**src/hw/rtl/hcbd_pkg.sv**
```systemverilog
`timescale 1ns / 1ps
// ----------------------------------------------------------------------------
// hcbd_pkg
// Shared types and constants of the chunked body decoder: result beat layout,
// status codes, framing characters and the hex digit decoder.
// ----------------------------------------------------------------------------
package hcbd_pkg;

   localparam logic [2:0] ST_FRAME    = 3'd0;
   localparam logic [2:0] ST_PAYLOAD  = 3'd1;
   localparam logic [2:0] ST_COMPLETE = 3'd2;
   localparam logic [2:0] ST_ERROR    = 3'd3;
   localparam logic [2:0] ST_IGNORED  = 3'd4;

   localparam logic [7:0] LIMIT_RESET = 8'd100;
   localparam logic [7:0] CHAR_CR     = 8'h0D;
   localparam logic [7:0] CHAR_LF     = 8'h0A;
   localparam logic [7:0] CHAR_SPACE  = 8'h20;
   localparam logic [7:0] CHAR_TAB    = 8'h09;
   localparam logic [7:0] CHAR_SEMI   = 8'h3B;

   typedef struct packed {
      logic [2:0]  status;
      logic [7:0]  out_byte;
      logic [31:0] body_length;
   } result_type;

   typedef struct packed {
      logic       ok;
      logic [3:0] value;
   } hex_type;

   function automatic hex_type hex_decode(input logic [7:0] c);
      hex_type h;
      h.ok    = 1'b1;
      h.value = 4'd0;
      if (c >= 8'h30 && c <= 8'h39) begin
         h.value = 4'(c - 8'h30);
      end else if (c >= 8'h41 && c <= 8'h46) begin
         h.value = 4'(c - 8'h37);
      end else if (c >= 8'h61 && c <= 8'h66) begin
         h.value = 4'(c - 8'h57);
      end else begin
         h.ok = 1'b0;
      end
      return h;
   endfunction

endpackage

```
**src/hw/rtl/hcbd_engine.sv**
```systemverilog
`timescale 1ns / 1ps
// ----------------------------------------------------------------------------
// hcbd_engine
// Framing state of the decoder. Each step consumes one byte, updates the
// size line, chunk and body counters and produces the result for that byte.
// ----------------------------------------------------------------------------
module hcbd_engine
   import hcbd_pkg::*;
#(
   parameter int SIZE_BITS  = 32,
   parameter int TOTAL_BITS = 32
) (
   input  logic       clock,
   input  logic       reset,
   input  logic       step,
   input  logic [7:0] in_byte,
   input  logic [7:0] line_limit,
   output result_type result
);

   localparam logic [2:0] PH_SIZE     = 3'd0;
   localparam logic [2:0] PH_SIZE_LF  = 3'd1;
   localparam logic [2:0] PH_DATA     = 3'd2;
   localparam logic [2:0] PH_TRAIL_CR = 3'd3;
   localparam logic [2:0] PH_TRAIL_LF = 3'd4;
   localparam logic [2:0] PH_DONE     = 3'd5;
   localparam logic [2:0] PH_ERROR    = 3'd6;

   localparam logic [SIZE_BITS-1:0]  SIZE_ONE  = SIZE_BITS'(1);
   localparam logic [TOTAL_BITS-1:0] TOTAL_MAX = '1;

   logic [2:0]            phase_ff, phase_in;
   logic [7:0]            line_count_ff, line_count_in;
   logic [SIZE_BITS-1:0]  size_accum_ff, size_accum_in;
   logic                  digit_seen_ff, digit_seen_in;
   logic                  digits_closed_ff, digits_closed_in;
   logic [SIZE_BITS-1:0]  chunk_left_ff, chunk_left_in;
   logic                  last_chunk_ff, last_chunk_in;
   logic [TOTAL_BITS-1:0] body_total_ff, body_total_in;
   logic [TOTAL_BITS+31:0] total_ext;
   hex_type               hex;
   logic [2:0]            status;
   logic [7:0]            out_byte;

   always_comb begin
      phase_in         = phase_ff;
      line_count_in    = line_count_ff;
      size_accum_in    = size_accum_ff;
      digit_seen_in    = digit_seen_ff;
      digits_closed_in = digits_closed_ff;
      chunk_left_in    = chunk_left_ff;
      last_chunk_in    = last_chunk_ff;
      body_total_in    = body_total_ff;
      status           = ST_FRAME;
      out_byte         = 8'd0;
      hex              = hex_decode(in_byte);

      unique case (phase_ff)
         PH_SIZE: begin
            priority if (in_byte == CHAR_CR) begin
               if (!digit_seen_ff) begin
                  phase_in = PH_ERROR;
                  status   = ST_ERROR;
               end else begin
                  phase_in = PH_SIZE_LF;
               end
            end else if (line_count_ff >= line_limit) begin
               phase_in = PH_ERROR;
               status   = ST_ERROR;
            end else begin
               line_count_in = line_count_ff + 8'd1;
               priority if (digits_closed_ff) begin
                  status = ST_FRAME;
               end else if (hex.ok) begin
                  if (size_accum_ff[SIZE_BITS-1 -: 4] != 4'd0) begin
                     phase_in = PH_ERROR;
                     status   = ST_ERROR;
                  end else begin
                     size_accum_in = {size_accum_ff[SIZE_BITS-5:0], hex.value};
                     digit_seen_in = 1'b1;
                  end
               end else if (in_byte == CHAR_SPACE || in_byte == CHAR_TAB) begin
                  if (digit_seen_ff) begin
                     digits_closed_in = 1'b1;
                  end
               end else if (in_byte == CHAR_SEMI && digit_seen_ff) begin
                  digits_closed_in = 1'b1;
               end else begin
                  phase_in = PH_ERROR;
                  status   = ST_ERROR;
               end
            end
         end
         PH_SIZE_LF: begin
            priority if (in_byte != CHAR_LF) begin
               phase_in = PH_ERROR;
               status   = ST_ERROR;
            end else if (size_accum_ff == '0) begin
               last_chunk_in = 1'b1;
               phase_in      = PH_TRAIL_CR;
            end else begin
               chunk_left_in = size_accum_ff;
               phase_in      = PH_DATA;
            end
         end
         PH_DATA: begin
            status   = ST_PAYLOAD;
            out_byte = in_byte;
            if (chunk_left_ff != '0) begin
               chunk_left_in = chunk_left_ff - SIZE_ONE;
            end
            if (body_total_ff != TOTAL_MAX) begin
               body_total_in = body_total_ff + TOTAL_BITS'(1);
            end
            if (chunk_left_ff <= SIZE_ONE) begin
               phase_in = PH_TRAIL_CR;
            end
         end
         PH_TRAIL_CR: begin
            if (in_byte != CHAR_CR) begin
               phase_in = PH_ERROR;
               status   = ST_ERROR;
            end else begin
               phase_in = PH_TRAIL_LF;
            end
         end
         PH_TRAIL_LF: begin
            priority if (in_byte != CHAR_LF) begin
               phase_in = PH_ERROR;
               status   = ST_ERROR;
            end else if (last_chunk_ff) begin
               phase_in = PH_DONE;
               status   = ST_COMPLETE;
            end else begin
               phase_in         = PH_SIZE;
               line_count_in    = 8'd0;
               size_accum_in    = '0;
               digit_seen_in    = 1'b0;
               digits_closed_in = 1'b0;
            end
         end
         PH_DONE: begin
            status = ST_IGNORED;
         end
         default: begin
            phase_in = PH_ERROR;
            status   = ST_ERROR;
         end
      endcase

      total_ext          = {32'd0, body_total_in};
      result.status      = status;
      result.out_byte    = out_byte;
      result.body_length = total_ext[31:0];
   end

   always_ff @(posedge clock) begin
      if (reset) begin
         phase_ff         <= PH_SIZE;
         line_count_ff    <= 8'd0;
         size_accum_ff    <= '0;
         digit_seen_ff    <= 1'b0;
         digits_closed_ff <= 1'b0;
         chunk_left_ff    <= '0;
         last_chunk_ff    <= 1'b0;
         body_total_ff    <= '0;
      end else if (step) begin
         phase_ff         <= phase_in;
         line_count_ff    <= line_count_in;
         size_accum_ff    <= size_accum_in;
         digit_seen_ff    <= digit_seen_in;
         digits_closed_ff <= digits_closed_in;
         chunk_left_ff    <= chunk_left_in;
         last_chunk_ff    <= last_chunk_in;
         body_total_ff    <= body_total_in;
      end
   end

   a_error_sticky: assert property (@(posedge clock) disable iff (reset)
      phase_ff == PH_ERROR |=> phase_ff == PH_ERROR)
      else $error("error phase was left without reset");

   a_done_sticky: assert property (@(posedge clock) disable iff (reset)
      phase_ff == PH_DONE |=> phase_ff == PH_DONE)
      else $error("end phase was left without reset");

   a_data_payload: assert property (@(posedge clock) disable iff (reset)
      step && phase_ff == PH_DATA |-> result.status == ST_PAYLOAD)
      else $error("chunk data byte not reported as payload");

   a_total_grows: assert property (@(posedge clock) disable iff (reset)
      step |=> body_total_ff >= $past(body_total_ff))
      else $error("body total decreased");

endmodule

```
**src/hw/rtl/http_chunked_body_decoder.sv**
```systemverilog
`timescale 1ns / 1ps
// ----------------------------------------------------------------------------
// http_chunked_body_decoder
// Decodes a chunked transfer body one byte per beat and returns one result
// beat per input byte: framing, payload, completion, error or ignored.
// Each accepted byte is held in the input stage, then its result in the result register.
// Throughput: one byte per cycle; the input stage and the result register
// advance together, so the only stall comes from rsp_ready.
// Reset clears the framing state, the body count and the pipeline, and sets
// the size line limit to 100.
// ----------------------------------------------------------------------------
module http_chunked_body_decoder
   import hcbd_pkg::*;
#(
   parameter int SIZE_BITS  = 32,
   parameter int TOTAL_BITS = 32
) (
   input  logic        clock,
   input  logic        reset,
   input  logic        req_valid,
   output logic        req_ready,
   input  logic [7:0]  req_in_byte,
   output logic        rsp_valid,
   input  logic        rsp_ready,
   output logic [2:0]  rsp_status,
   output logic [7:0]  rsp_out_byte,
   output logic [31:0] rsp_body_length,
   input  logic        csr_wr_en,
   input  logic [7:0]  csr_wr_data
);

   logic       in_valid_ff;
   logic [7:0] in_byte_ff;
   logic       rsp_valid_ff;
   result_type rsp_ff;
   result_type result;
   logic [7:0] limit_ff;
   logic       advance;

   assign advance   = in_valid_ff && (!rsp_valid_ff || rsp_ready);
   assign req_ready = !in_valid_ff || advance;

   hcbd_engine #(
      .SIZE_BITS  (SIZE_BITS),
      .TOTAL_BITS (TOTAL_BITS)
   ) u_engine (
      .clock      (clock),
      .reset      (reset),
      .step       (advance),
      .in_byte    (in_byte_ff),
      .line_limit (limit_ff),
      .result     (result)
   );

   always_ff @(posedge clock) begin
      if (reset) begin
         limit_ff <= LIMIT_RESET;
      end else if (csr_wr_en) begin
         limit_ff <= csr_wr_data;
      end
   end

   always_ff @(posedge clock) begin
      if (reset) begin
         in_valid_ff <= 1'b0;
      end else if (req_ready) begin
         in_valid_ff <= req_valid;
      end
   end

   always_ff @(posedge clock) begin
      if (req_valid && req_ready) begin
         in_byte_ff <= req_in_byte;
      end
   end

   always_ff @(posedge clock) begin
      if (reset) begin
         rsp_valid_ff <= 1'b0;
      end else if (advance) begin
         rsp_valid_ff <= 1'b1;
      end else if (rsp_ready) begin
         rsp_valid_ff <= 1'b0;
      end
   end

   always_ff @(posedge clock) begin
      if (advance) begin
         rsp_ff <= result;
      end
   end

   assign rsp_valid       = rsp_valid_ff;
   assign rsp_status      = rsp_ff.status;
   assign rsp_out_byte    = rsp_ff.out_byte;
   assign rsp_body_length = rsp_ff.body_length;

   a_stage_holds: assert property (@(posedge clock) disable iff (reset)
      in_valid_ff && !advance |=> in_valid_ff && $stable(in_byte_ff))
      else $error("input stage dropped a waiting byte");

   a_advance_loads: assert property (@(posedge clock) disable iff (reset)
      advance |=> rsp_valid_ff)
      else $error("result register not loaded on advance");

   a_no_overwrite: assert property (@(posedge clock) disable iff (reset)
      rsp_valid_ff && !rsp_ready |-> !advance)
      else $error("pending result overwritten");

endmodule
```
**config.mk**
```make
export PLATFORM = sky130hd
export DESIGN_NAME = http_chunked_body_decoder
export DESIGN_NICKNAME = d
export VERILOG_FILES = /design/src/hw/rtl/hcbd_pkg.sv /design/src/hw/rtl/hcbd_engine.sv /design/src/hw/rtl/http_chunked_body_decoder.sv
export SDC_FILE = /design/constraint.sdc
export NUM_CORES = 1
export LEC_CHECK = 0
export ABC_AREA = 1
export BUFFER_PORTS_ARGS = -buffer_cell sky130_fd_sc_hd__buf_2
export CORE_MARGIN = 3
export CORE_UTILIZATION = 61
export DETAILED_ROUTE_END_ITERATION = 16
export HOLD_SLACK_MARGIN = 0.15
export PLACE_DENSITY = 0.89
export SLEW_MARGIN = 20
export SYNTH_ARGS = -nofsm -noshare
export SYNTH_HDL_FRONTEND = slang
export SYNTH_SLANG_ARGS = --single-unit
```
**constraint.sdc**
```tcl
create_clock -name clock -period 3.4 [get_ports clock]
set_input_delay 0.85 -clock clock [delete_from_list [all_inputs] [get_ports clock]]
set_output_delay 0.85 -clock clock [all_outputs]
set_load 0.05 [all_outputs]
```
==> impl_metrics.toml <==
[status]
status = "completed"

[sta]
min_period_ns = 2.730
rsz0062_at_grt = "no"
worstMarginPinSlew_ns = 1.029
post-route-period-util_pct = 80.30
timing_hold_violations_final = 0
fin_setup_tns_ns = 0
slew_headroom_pct = 31.40
finalClockSkew_ns = 0.008647
drv_slew = 0
holdWs_ns = 0.4693
fmax_ghz = 0.3663
setup_violations = 0

[global_routing]
grt_max_degree = 94
grt.overflow.total = 0
track_usage_pct = 27.75
grt_pass1_vias = 8699
grt_pass1_wl_um = 40170
antenna_found_initial = 0

[logic_synthesis]
ys_types = 45
yosysTopAreaCell = "dfxtp_1"
synth_flop_cell = "dfxtp_1"
ys_seq_area_share_pct = 40.84
synthTopCellsByCount = "nand2_1, inv_1, nor2_1"
synth_cells = 1377
avgSynthCellArea_um2 = 6.995
ys_seq_elements = 171
synth_area_um2 = 9632
synth-warning-count = 0
async_flop_share_pct = 0
synth_top_area_share_pct = 24.94
synthTopCellsByArea = "dfxtp_1, edfxtp_1, nand2_1"
synth_edf_count = 51
synth_nets = 1415
synth.most_common_cell = "nand2_1"

[detailed_routing]
drt_pre_antenna_iters = 5
drc_errors = 0
num_vias = 9265
wl_per_cell_um = 14.77
vias_per_cell = 5.653
drtIter0Drc = 729
drtAntennaViolNets = 0
finalWirelength_um = 24210

[clocking]
insertion_delay_ns = 0.43
postCtsSetupBuffers = 0
cts_tree = "built"
hold_buffers = 0
clock_path_buffers = 2
path_clk_slew_ns = 0.07
ctsResizeCount = 0
cts_root_buf = "clkbuf_16"
cts_buffers = 17
cts_sinks = 171
ctsHtreeMaxLevel = 4

[setup_path]
worstSetupPathType = "reg2reg"
path_max_fanout = 35
cp.required_ns = 3.76
arrival_ns = 3.09
start_kind = "flip-flop"
end_kind = "flip-flop"

[layout]
areaGrowthSynthToFinish_pct = 9.768
nFillCells = 1286
multiInputGateArea_um2 = 4755
nets = 1453
drive_gt1_share_pct = 11.34
regArea_um2 = 3934
antennaDiodeCount = 0

[pwr]
p_leak_nw = 4.723
powerDensity_nw_per_um2 = 493.2
internal_power_mw = 3.643
comb_power_share_pct = 19.0
power_switching_mw = 1.572
p_seq_share_pct = 43.6
clockPowerShare_pct = 37.4
ir_worst_vdd_v = 0.0004232
swShare_pct = 30.14

[die]
die_y_um = 131.7
die-area_um2 = 17330
start_util_pct = 62.89
row_count = 45
die_x_um = 131.7
ios = 66
core-area_um2 = 15310

[placed_design]
routabilityCongestion = 0.9428
io_buffer_count = 65
dp_hpwl_um = 16820

[job]
drv_cap = 0

[min_path]
hold_class = "reg2reg"
[metal layers]
layer | global-route usage [%] | routed length, µm
met1 | 34.47 | 9908
met2 | 48.08 | 12110
met3 | 4.977 | 1486
met4 | 10.56 | 700
met5 | 0 | 0
[cell families (layout without fill, tap and decap cells)]
group,Yosys count,count (layout),synth area share [%]
AND/OR/NAND/NOR,704,704,32.16
AO/OA/AOI/OAI,230,230,12.43
buffers and inverters,227,278,9.795
flip-flops,171,171,40.84
XOR/XNOR,27,27,2.455
adder cells (fa/ha/maj),17,17,2.208
multiplexers,1,1,0.1039
[worst max-delay path, cell delays in order (launching register included)]
cell      delay (ns)
edfxtp_1        0.40
inv_1           0.12
ha_1            0.23
nand2_1         0.07
nor2_1          0.04
nand2_1         0.20
nand4_1         0.25
nand2_2         0.57
nand2_1         0.33
or2_0           0.31
a21oi_1         0.13
[sequential cells by signal, summed over array words and instances (netlist names), 8 cells and up]
signal                  count
rsp_body_length            32
u_engine.body_total_ff     32
u_engine.chunk_left_ff     32
u_engine.size_accum_ff     32
in_byte_ff                  8
limit_ff                    8
rsp_out_byte                8
u_engine.line_count_ff      8
[cell usage in the layout, fill, tap and decap left out, types with 2 or more instances in the layout]
cell / instances
nand2_2: 9
nor2_1: 144
clkinv_2: 3
o21ai_1: 42
a21oi_2: 2
clkbuf_16: 17
dfxtp_1: 120
buf_4: 8
nor2_2: 9
buf_2: 65
clkinvlp_4: 3
nor2_4: 5
inv_2: 22
nand3_2: 4
a21o_1: 2
edfxtp_1: 51
nor3_1: 16
nand3b_1: 2
a31oi_1: 2
xnor2_1: 5
ha_1: 17
nand2_1: 358
nand3_1: 97
nand4_1: 50
o21ai_0: 52
nand2_4: 3
inv_1: 150
xor2_1: 22
a21oi_1: 123
clkbuf_1: 4
bufinv_16: 3
[per-stage QoR]
stage / power [mW] / setup slack [ns] / cells / util (%) / instance area [µm²]
after CTS: 5.207 / 0.7075 / 1639 / 69.04 / 10570
after global routing: 5.420 / 0.4084 / 1639 / 69.04 / 10570
after global placement: 3.254 / 0.8574 / 1607 / 65.21 / 9987
final: 5.215 / 0.6698 / 1639 / 69.04 / 10570
after detailed placement: 3.287 / 0.7561 / 1607 / 65.21 / 9987
after floorplan: 3.074 / 0.3289 / 1377 / - / 9632
[path summary, 6_finish.rpt]
kind	startpoint	cells past startpoint	slack, ns	end
max	in_byte_ff[1]	10	0.67	u_engine.line_count_ff[3]
min	u_engine.chunk_left_ff[31]	2	0.47	u_engine.chunk_left_ff[31]
max reg2reg	in_byte_ff[1]	10	0.67	u_engine.line_count_ff[3]
min reg2reg	u_engine.chunk_left_ff[31]	2	0.47	u_engine.chunk_left_ff[31]
[power by group through the flow]
stage	registers, mW	clock network, mW	logic, mW
2_1_floorplan	2.41	0	0.668
3_3_place_gp	2.31	0	0.943
3_5_place_dp	2.31	0	0.972
4_1_cts	2.27	1.96	0.980
5_1_grt	2.28	2.04	1.10
6_report	2.27	1.95	0.993
[cell type report]
type / count / share of cell area (%)
clock inverters: 11 / 1.373
well taps: 211 / 2.497
clock buffers: 21 / 4.166
flip-flops and latches: 171 / 37.21
repair buffers: 73 / 3.645
multi-input cells: 979 / 44.97
inverters: 173 / 6.142
Power figures use the tool's default switching activity.
